**config.mk**
```make
export PLATFORM = sky130hd
export DESIGN_NAME = i2c_slave_register_pointer_bank
export DESIGN_NICKNAME = d
export VERILOG_FILES = /design/src/i2crpb_pkg.sv /design/src/i2c_slave_register_pointer_bank.sv
export SDC_FILE = /design/constraint.sdc
export NUM_CORES = 1
export LEC_CHECK = 0
export BUFFER_PORTS_ARGS = -buffer_cell sky130_fd_sc_hd__buf_2
export CAP_MARGIN = 0
export CORE_UTILIZATION = 40
export CTS_CLUSTER_SIZE = 30
export DETAILED_ROUTE_END_ITERATION = 16
export SKIP_CTS_REPAIR_TIMING = 1
export SYNTH_ARGS = -nofsm -noshare
export SYNTH_HDL_FRONTEND = slang
export SYNTH_SLANG_ARGS = --single-unit
```
**constraint.sdc**
```tcl
create_clock -name clk -period 4.35 [get_ports clk]
set_clock_uncertainty 0.05 [all_clocks]
set_input_delay 0.435 -clock clk [delete_from_list [all_inputs] [get_ports clk]]
set_output_delay 0.435 -clock clk [all_outputs]
set_load 0.05 [all_outputs]
```
**src/i2crpb_pkg.sv**
```systemverilog
`timescale 1ns / 1ps
// ----------------------------------------------------------------------------
// I2C register pointer bank package
// Shared operation codes, store layout and buffer tables.
// ----------------------------------------------------------------------------
package i2crpb_pkg;

  // Bus and host event codes.
  localparam logic [2:0] OP_ADDR_MATCH = 3'd0;
  localparam logic [2:0] OP_BYTE_RX    = 3'd1;
  localparam logic [2:0] OP_READ_REQ   = 3'd2;
  localparam logic [2:0] OP_STOP       = 3'd3;
  localparam logic [2:0] OP_HOST_WRITE = 3'd4;
  localparam logic [2:0] OP_HOST_READ  = 3'd5;
  localparam logic [2:0] OP_HOST_POP   = 3'd6;
  localparam logic [2:0] OP_NOP        = 3'd7;

  localparam int QUEUE_DEPTH = 8;

  localparam int STORE_SIZE = 28;
  localparam logic [4:0] STORE_LAST  = 5'd27;
  localparam logic [7:0] REG_COUNT   = 8'd21;
  localparam logic [4:0] READ_REGS   = 5'd5;
  localparam logic [4:0] REG_RANDOM  = 5'd3;
  localparam logic [4:0] REG_AUTH    = 5'd4;
  localparam logic [3:0] WRITE_LEN   = 4'd8;
  localparam logic [4:0] STATUS_ADDR = 5'd3;

  // Start address of the read buffer of registers 0..4.
  function automatic logic [4:0] read_base(input logic [2:0] r);
    logic [4:0] b;
    case (r)
      3'd0: b = 5'd0;
      3'd1: b = 5'd2;
      3'd2: b = 5'd3;
      3'd3: b = 5'd12;
      3'd4: b = 5'd20;
      default: b = 5'd0;
    endcase
    return b;
  endfunction

  // Length of the read buffer of registers 0..4.
  function automatic logic [3:0] read_len(input logic [2:0] r);
    logic [3:0] n;
    case (r)
      3'd0: n = 4'd2;
      3'd1: n = 4'd1;
      3'd2: n = 4'd1;
      3'd3: n = 4'd8;
      3'd4: n = 4'd8;
      default: n = 4'd0;
    endcase
    return n;
  endfunction

  // Start address of the random (0) and auth (1) write buffers.
  function automatic logic [4:0] write_base(input logic w);
    return w ? 5'd20 : 5'd4;
  endfunction

endpackage

```
**src/i2c_slave_register_pointer_bank.sv**
```systemverilog
`timescale 1ns / 1ps
// ----------------------------------------------------------------------------
// I2C slave register pointer bank
// Register bank behind a byte-level I2C slave controller, with host access.
// ----------------------------------------------------------------------------
// Each input word is one event: a bus event reported by the byte-level I2C
// controller (address match, byte received, read request, stop), a host
// access to the 28-byte store (write, read) or a pop of the write-notice
// queue. Every word yields exactly one result word, registered when it is
// accepted. The block takes one word per clock cycle for as long as the
// result side keeps up: the result register frees itself in the same cycle
// as its word is taken, so s_tready stays high under back-to-back traffic.
// That figure is set by the single read port of the byte store and of the
// notice queue, whose registered read data forms the result word. The
// status byte (store address 3) lives in a register of its own so that
// the busy bit can be set on stop without a read-modify-write of the store.
// The notice queue holds at most QUEUE_DEPTH-1 notices; a stop that finds
// it full loses its notice. After reset the store reads as zero entry by
// entry until written, so no clearing pass is needed.
// ----------------------------------------------------------------------------
module i2c_slave_register_pointer_bank #(
  parameter int QUEUE_DEPTH = i2crpb_pkg::QUEUE_DEPTH
) (
  input  logic        clk,
  input  logic        rst,
  input  logic        s_tvalid,
  output logic        s_tready,
  // Fields from bit 0: operation[2:0], data_byte[10:3], host_address[15:11].
  input  logic [15:0] s_tdata,
  output logic        m_tvalid,
  input  logic        m_tready,
  // Fields from bit 0: tx_byte[7:0], host_byte[15:8], popped_register[20:16],
  // popped_valid[21], zero fill[23:22].
  output logic [23:0] m_tdata
);

  localparam int PTR_W = (QUEUE_DEPTH > 1) ? $clog2(QUEUE_DEPTH) : 1;
  localparam logic [PTR_W-1:0] PTR_LAST = PTR_W'(QUEUE_DEPTH - 1);

  logic [2:0] operation;
  logic [7:0] data_byte;
  logic [4:0] host_address;
  logic       accept;

  assign operation    = s_tdata[2:0];
  assign data_byte    = s_tdata[10:3];
  assign host_address = s_tdata[15:11];

  // Store, with one valid bit per entry so unwritten entries read as zero.
  logic [7:0]            byte_store [0:i2crpb_pkg::STORE_SIZE-1];
  logic [i2crpb_pkg::STORE_SIZE-1:0] store_valid;
  logic [7:0]            status;

  logic [3:0]            read_cursors [0:4];
  logic [3:0]            write_fill_counts [0:1];
  logic [4:0]            selected_register;
  logic                  selection_valid;

  logic [4:0]            notice_queue [0:QUEUE_DEPTH-1];
  logic [PTR_W-1:0]      queue_write_pointer;
  logic [PTR_W-1:0]      queue_read_pointer;

  // Result register.
  logic                  out_valid;
  logic [7:0]            rd_data;
  logic                  rd_valid;
  logic                  rd_status;
  logic [7:0]            status_copy;
  logic                  tx_sel;
  logic                  hb_sel;
  logic [4:0]            pop_data;
  logic                  pop_valid;

  // Decode of the current event.
  logic                  sel_is_read;
  logic                  sel_is_write;
  logic [2:0]            ridx;
  logic                  widx;
  logic [3:0]            cursor;
  logic [3:0]            fill;
  logic [4:0]            tx_addr;
  logic                  tx_ok;
  logic                  host_ok;
  logic [4:0]            rd_addr;
  logic                  store_we;
  logic [4:0]            store_waddr;
  logic                  rx_fill;
  logic                  stop_notice;
  logic                  queue_full;
  logic                  queue_empty;
  logic [PTR_W-1:0]      wp_next;
  logic [PTR_W-1:0]      rp_next;

  assign s_tready = !out_valid || m_tready;
  assign accept   = s_tvalid && s_tready;

  always_comb begin
    sel_is_read  = selected_register < i2crpb_pkg::READ_REGS;
    sel_is_write = (selected_register == i2crpb_pkg::REG_RANDOM) ||
                   (selected_register == i2crpb_pkg::REG_AUTH);
    ridx   = selected_register[2:0];
    widx   = (selected_register == i2crpb_pkg::REG_AUTH);
    cursor = read_cursors[ridx];
    fill   = write_fill_counts[widx];

    tx_addr = 5'(i2crpb_pkg::read_base(ridx) + 5'(cursor));
    tx_ok   = (operation == i2crpb_pkg::OP_READ_REQ) && selection_valid &&
              sel_is_read && (cursor < i2crpb_pkg::read_len(ridx));
    host_ok = (operation == i2crpb_pkg::OP_HOST_READ) &&
              (host_address <= i2crpb_pkg::STORE_LAST);
    rd_addr = (operation == i2crpb_pkg::OP_HOST_READ) ? host_address : tx_addr;

    rx_fill = (operation == i2crpb_pkg::OP_BYTE_RX) && selection_valid &&
              sel_is_write && (fill < i2crpb_pkg::WRITE_LEN);

    store_we    = 1'b0;
    store_waddr = host_address;
    if (rx_fill) begin
      store_we    = 1'b1;
      store_waddr = 5'(i2crpb_pkg::write_base(widx) + 5'(fill));
    end else if ((operation == i2crpb_pkg::OP_HOST_WRITE) &&
                 (host_address <= i2crpb_pkg::STORE_LAST) &&
                 (host_address != i2crpb_pkg::STATUS_ADDR)) begin
      store_we = 1'b1;
    end

    wp_next = (queue_write_pointer == PTR_LAST) ? '0 :
              PTR_W'(queue_write_pointer + 1'b1);
    rp_next = (queue_read_pointer == PTR_LAST) ? '0 :
              PTR_W'(queue_read_pointer + 1'b1);
    queue_full  = (wp_next == queue_read_pointer);
    queue_empty = (queue_read_pointer == queue_write_pointer);

    stop_notice = (operation == i2crpb_pkg::OP_STOP) && selection_valid &&
                  sel_is_write && (fill != 4'd0);
  end

  // Store and queue arrays: one write and one registered read per cycle.
  always_ff @(posedge clk) begin
    if (accept) begin
      if (store_we) begin
        byte_store[store_waddr] <= data_byte;
      end
      rd_data  <= byte_store[rd_addr];
      pop_data <= notice_queue[queue_read_pointer];
      if (stop_notice && !queue_full) begin
        notice_queue[queue_write_pointer] <= selected_register;
      end
    end
  end

  // Control state.
  always_ff @(posedge clk) begin
    if (rst) begin
      store_valid         <= '0;
      status              <= 8'd0;
      for (int i = 0; i < 5; i++) begin
        read_cursors[i] <= 4'd0;
      end
      write_fill_counts[0] <= 4'd0;
      write_fill_counts[1] <= 4'd0;
      selected_register   <= 5'd0;
      selection_valid     <= 1'b0;
      queue_write_pointer <= '0;
      queue_read_pointer  <= '0;
    end else if (accept) begin
      if (store_we) begin
        store_valid[store_waddr] <= 1'b1;
      end
      case (operation)
        i2crpb_pkg::OP_ADDR_MATCH: begin
          selection_valid <= 1'b0;
        end
        i2crpb_pkg::OP_BYTE_RX: begin
          if (!selection_valid) begin
            // The first byte after an address match is the register pointer.
            if (data_byte < i2crpb_pkg::REG_COUNT) begin
              selected_register <= data_byte[4:0];
              selection_valid   <= 1'b1;
              if (data_byte[4:0] < i2crpb_pkg::READ_REGS) begin
                read_cursors[data_byte[2:0]] <= 4'd0;
              end
              if (data_byte[4:0] == i2crpb_pkg::REG_RANDOM) begin
                write_fill_counts[0] <= 4'd0;
              end
              if (data_byte[4:0] == i2crpb_pkg::REG_AUTH) begin
                write_fill_counts[1] <= 4'd0;
              end
            end
          end else if (rx_fill) begin
            write_fill_counts[widx] <= 4'(fill + 1'b1);
          end
        end
        i2crpb_pkg::OP_READ_REQ: begin
          if (tx_ok) begin
            read_cursors[ridx] <= 4'(cursor + 1'b1);
          end
        end
        i2crpb_pkg::OP_STOP: begin
          if (stop_notice) begin
            if (selected_register == i2crpb_pkg::REG_RANDOM) begin
              status[0] <= 1'b1;
            end
            if (!queue_full) begin
              queue_write_pointer <= wp_next;
            end
          end
        end
        i2crpb_pkg::OP_HOST_WRITE: begin
          if (host_address == i2crpb_pkg::STATUS_ADDR) begin
            status <= data_byte;
          end
        end
        i2crpb_pkg::OP_HOST_POP: begin
          if (!queue_empty) begin
            queue_read_pointer <= rp_next;
          end
        end
        default: begin
        end
      endcase
    end
  end

  // Result word flags; the payload parts above need no reset.
  always_ff @(posedge clk) begin
    if (rst) begin
      out_valid <= 1'b0;
      tx_sel    <= 1'b0;
      hb_sel    <= 1'b0;
      pop_valid <= 1'b0;
    end else if (accept) begin
      out_valid <= 1'b1;
      tx_sel    <= tx_ok;
      hb_sel    <= host_ok;
      pop_valid <= (operation == i2crpb_pkg::OP_HOST_POP) && !queue_empty;
    end else if (m_tready) begin
      out_valid <= 1'b0;
    end
  end

  always_ff @(posedge clk) begin
    if (accept) begin
      rd_valid    <= store_valid[rd_addr];
      rd_status   <= (rd_addr == i2crpb_pkg::STATUS_ADDR);
      status_copy <= status;
    end
  end

  logic [7:0] rd_byte;

  always_comb begin
    if (rd_status) begin
      rd_byte = status_copy;
    end else if (rd_valid) begin
      rd_byte = rd_data;
    end else begin
      rd_byte = 8'd0;
    end
  end

  assign m_tvalid       = out_valid;
  assign m_tdata[7:0]   = tx_sel ? rd_byte : 8'd0;
  assign m_tdata[15:8]  = hb_sel ? rd_byte : 8'd0;
  assign m_tdata[20:16] = pop_valid ? pop_data : 5'd0;
  assign m_tdata[21]    = pop_valid;
  assign m_tdata[23:22] = 2'b00;

endmodule
```
==> impl_metrics.toml <==
[synthesis]
ys_warn_count = 0
yosys-top-cells-area = "edfxtp_1 (54%), mux4_2 (8.2%), dfxtp_1 (6.1%), mux2i_1 (4.4%), nand2_1 (2.5%)"
syn_area_sq_um = 18100
synth_area_per_cell_sq_um = 13.7
synth_seq_cells = 382
yosysTopAreaCell = "edfxtp_1"
synth_async_sr_flop_share_pct = 0
synth_edf_count = 327
ys.flop_type = "edfxtp_1"
yosysSeqAreaShare_pct = 60.3
synth_cells = 1323
synth.distinct_cells = 82
yosys.area.top_type_share_pct = 54.2

[critical_path]
end_kind = "flop"
r2r-end = "rd_data[6]"
cp_top_family = "compound AO/OA/AOI/OAI gates"
cp.required_ns = 4.69
crit_path_start_kind = "flop"
cpPeakStageDelay_ns = 0.67
rrSetupSlack_ns = 0.28
crit_buf_inv = 2
cpMostUsedCell = "a311oi_1"
worstSetupPathType = "reg -> reg"
cp_slowest_cell = "or3_1"
cp_max_fo = 13
reg2regPathDepth = 11
arrival_ns = 4.41
cp_cell_sequence = "buf_4 > mux4_2 > mux2i_1 > inv_1 > ha_1 > a21oi_1 > a211oi_1 > or3_1 > a221oi_1 > a311oi_1 > a311oi_1"

[final_layout]
drive_gt1_share_pct = 24.1
num-fill-cells = 3854
nNetsFinal = 1456
area_delta_synth_final_pct = 14.4

[timing]
finalSetupViolations = 0
hold_viol_final = 0
fin_hold_ws_ns = 0.167
rsz0062_at_grt = "no"
tns_ns = 0
fmax_mhz = 246
slew_headroom_pct = 27.8
final_max_slew_viol_count = 0
post-route-period-util_pct = 93.5
setup_ws_ns = 0.281
tightest_slew_ns = 1.08
finalCriticalPeriod_ns = 4.07

[routing]
drcViolationCount = 0
initialDrtViolationCount = 1134
num_vias = 11500
dr.pass1.iters = 5
avgRoutedWirePerCell_um = 22.9
via_per_inst = 5.60
postRouteWirelength_um = 46900
ant_nets = 0

[global_route]
grt_start_max_net_pins = 67
antenna_found_initial = 6
use_met2_pct = 31.9
use_met3_pct = 5.04
grt_pass1_vias = 11400
grt_busiest_layer = "met2"
grt.overflow.total = 0
grt_pass1_wl_um = 71400
grt.met1_usage_pct = 28.5
grt_usage_pct = 20.6

[floorplan]
fp.dieH_um = 215
die_area_sq_um = 46100
rows = 77
die_x_um = 215
io_pins = 46
core_area_sq_um = 44400
start_util_pct = 40.8

[clock_tree]
worstSkewPairLatency_ns = 0.56
cts_tree = "built"
clk_path_buf_depth = 3
cts_inserted_buffers = 41
cts_root_buf = "clkbuf_16"
htree_levels = 2
cts_sinks = 382
path_clk_slew_ns = 0.06

[power]
leakagePower_nw = 7.19
p_per_area_nw_per_um2 = 386
power_mw = 8.01
ir_drop_v = 0.000263

[worst_hold_path]
holdPathStages = 3
worstHoldEndpoint = "m_tvalid"
min_path_type = "in -> reg"
min_from = "s_tvalid"

[job]
maxCapViolCount = 0

[place]
gp_congestion = 0.869
hpwl_um = 32400
place_ws_ns = 0.311
io_buffers = 43

[run_status]
status = "finished clean"
## layout make-up
class                      count  area [sq um]  area share [%]
sequential                   382         10900            52.7
inverter                      52           195           0.942
multi-input combinational    811          6620            31.9
tap                          592           741            3.57
timing repair buffer         132           921            4.44
antenna                        3          7.51          0.0362
clock inverter                20           226            1.09
clock buffer                  54          1100            5.29
## cell usage after synthesis (all sizes together), types with 9 or more instances
cell type / count
inv: 52
nor2b: 26
nor3b: 11
o21ai: 24
mux2i: 82
nand3: 33
clkbuf: 51
o22ai: 34
edfxtp: 327
dfxtp: 55
mux2: 33
nor2: 95
a22oi: 11
mux4: 66
buf: 40
ha: 15
nand2: 119
a311oi: 9
and3: 17
a21oi: 30
a31oi: 28
nor3: 24
a211oi: 24
## power breakdown
group | switching (mW) | internal, mW | leakage, nW
Combinational | 0.338 | 0.182 | 3.03
Clock | 1.44 | 2.02 | 0.639
Sequential | 0.0259 | 4.00 | 3.52
Total | 1.80 | 6.20 | 7.19
## worst min-delay path: cells and delay by family
family	cells	cell delay, ns
buf+inv	2	0.21
compound gates	1	0.06
## cells by family (layout without fill, tap and decap cells)
family	after synthesis	count (layout)	share of synthesized area (%)
compound gates	209	209	9.16
xor+xnor	11	11	0.532
fa+ha+maj	16	16	1.15
buf+inv	143	258	3.55
flops	382	382	60.3
mux	181	181	15.0
other cells	1	17	0.0207
simple gates	380	380	10.3
## placed cells by master (no fill, tap or decap), drive strengths merged, types with 9 or more instances in the layout
master,Yosys,routed
inv,52,54
a211oi,24,24
edfxtp,327,327
a21oi,30,30
buf,40,132
mux4,66,66
nand2,119,119
nand3,33,33
ha,15,15
clkbuf,51,54
dfxtp,55,55
o21ai,24,24
nor3,24,24
nor2,95,95
a22oi,11,11
clkinv,0,13
nor2b,26,26
conb,1,14
o22ai,34,34
mux2,33,33
mux2i,82,82
a311oi,9,9
and3,17,17
nor3b,11,11
a31oi,28,28
## sequential cells by signal (all words and copies together) (netlist names), 3 cells and up, named ones only
signal,flops
byte_store,224
notice_queue,40
pop_data,5
queue_read_pointer,3
queue_write_pointer,3
rd_data,8
read_cursors,32
selected_register,5
status,8
status_copy,8
store_valid,28
write_fill_counts,8
## how the worst max path moves through the flow
stage          startpoint    endpoint  cells after the start  slack, ns
3_5_place_dp         flop  rd_data[6]                     11       0.31
5_1_grt              flop  rd_data[6]                     11       0.04
4_1_cts              flop  rd_data[6]                     11       0.30
2_1_floorplan        flop  rd_data[1]                     13       0.26
3_3_place_gp         flop  rd_data[6]                     11       0.42
6_report             flop  rd_data[6]                     11       0.28
## layer usage
layer / vias to the layer above / routed length [um]
met2: 331 / 21700
met3: 82 / 3500
met5: - / 40
met4: 6 / 1190
met1: 5787 / 20400
li1: 5256 / -
## per-stage QoR
stage | utilization [%] | std cells | cell area [sq um]
after floorplan | - | 1336 | 18200
after global placement | 43.7 | 1969 | 19400
after detailed placement | 43.7 | 1969 | 19400
after CTS | 46.6 | 2043 | 20700
after global routing | 46.7 | 2044 | 20700
final | 46.7 | 2046 | 20700
Note: power is estimated with default switching activity, not from simulation.
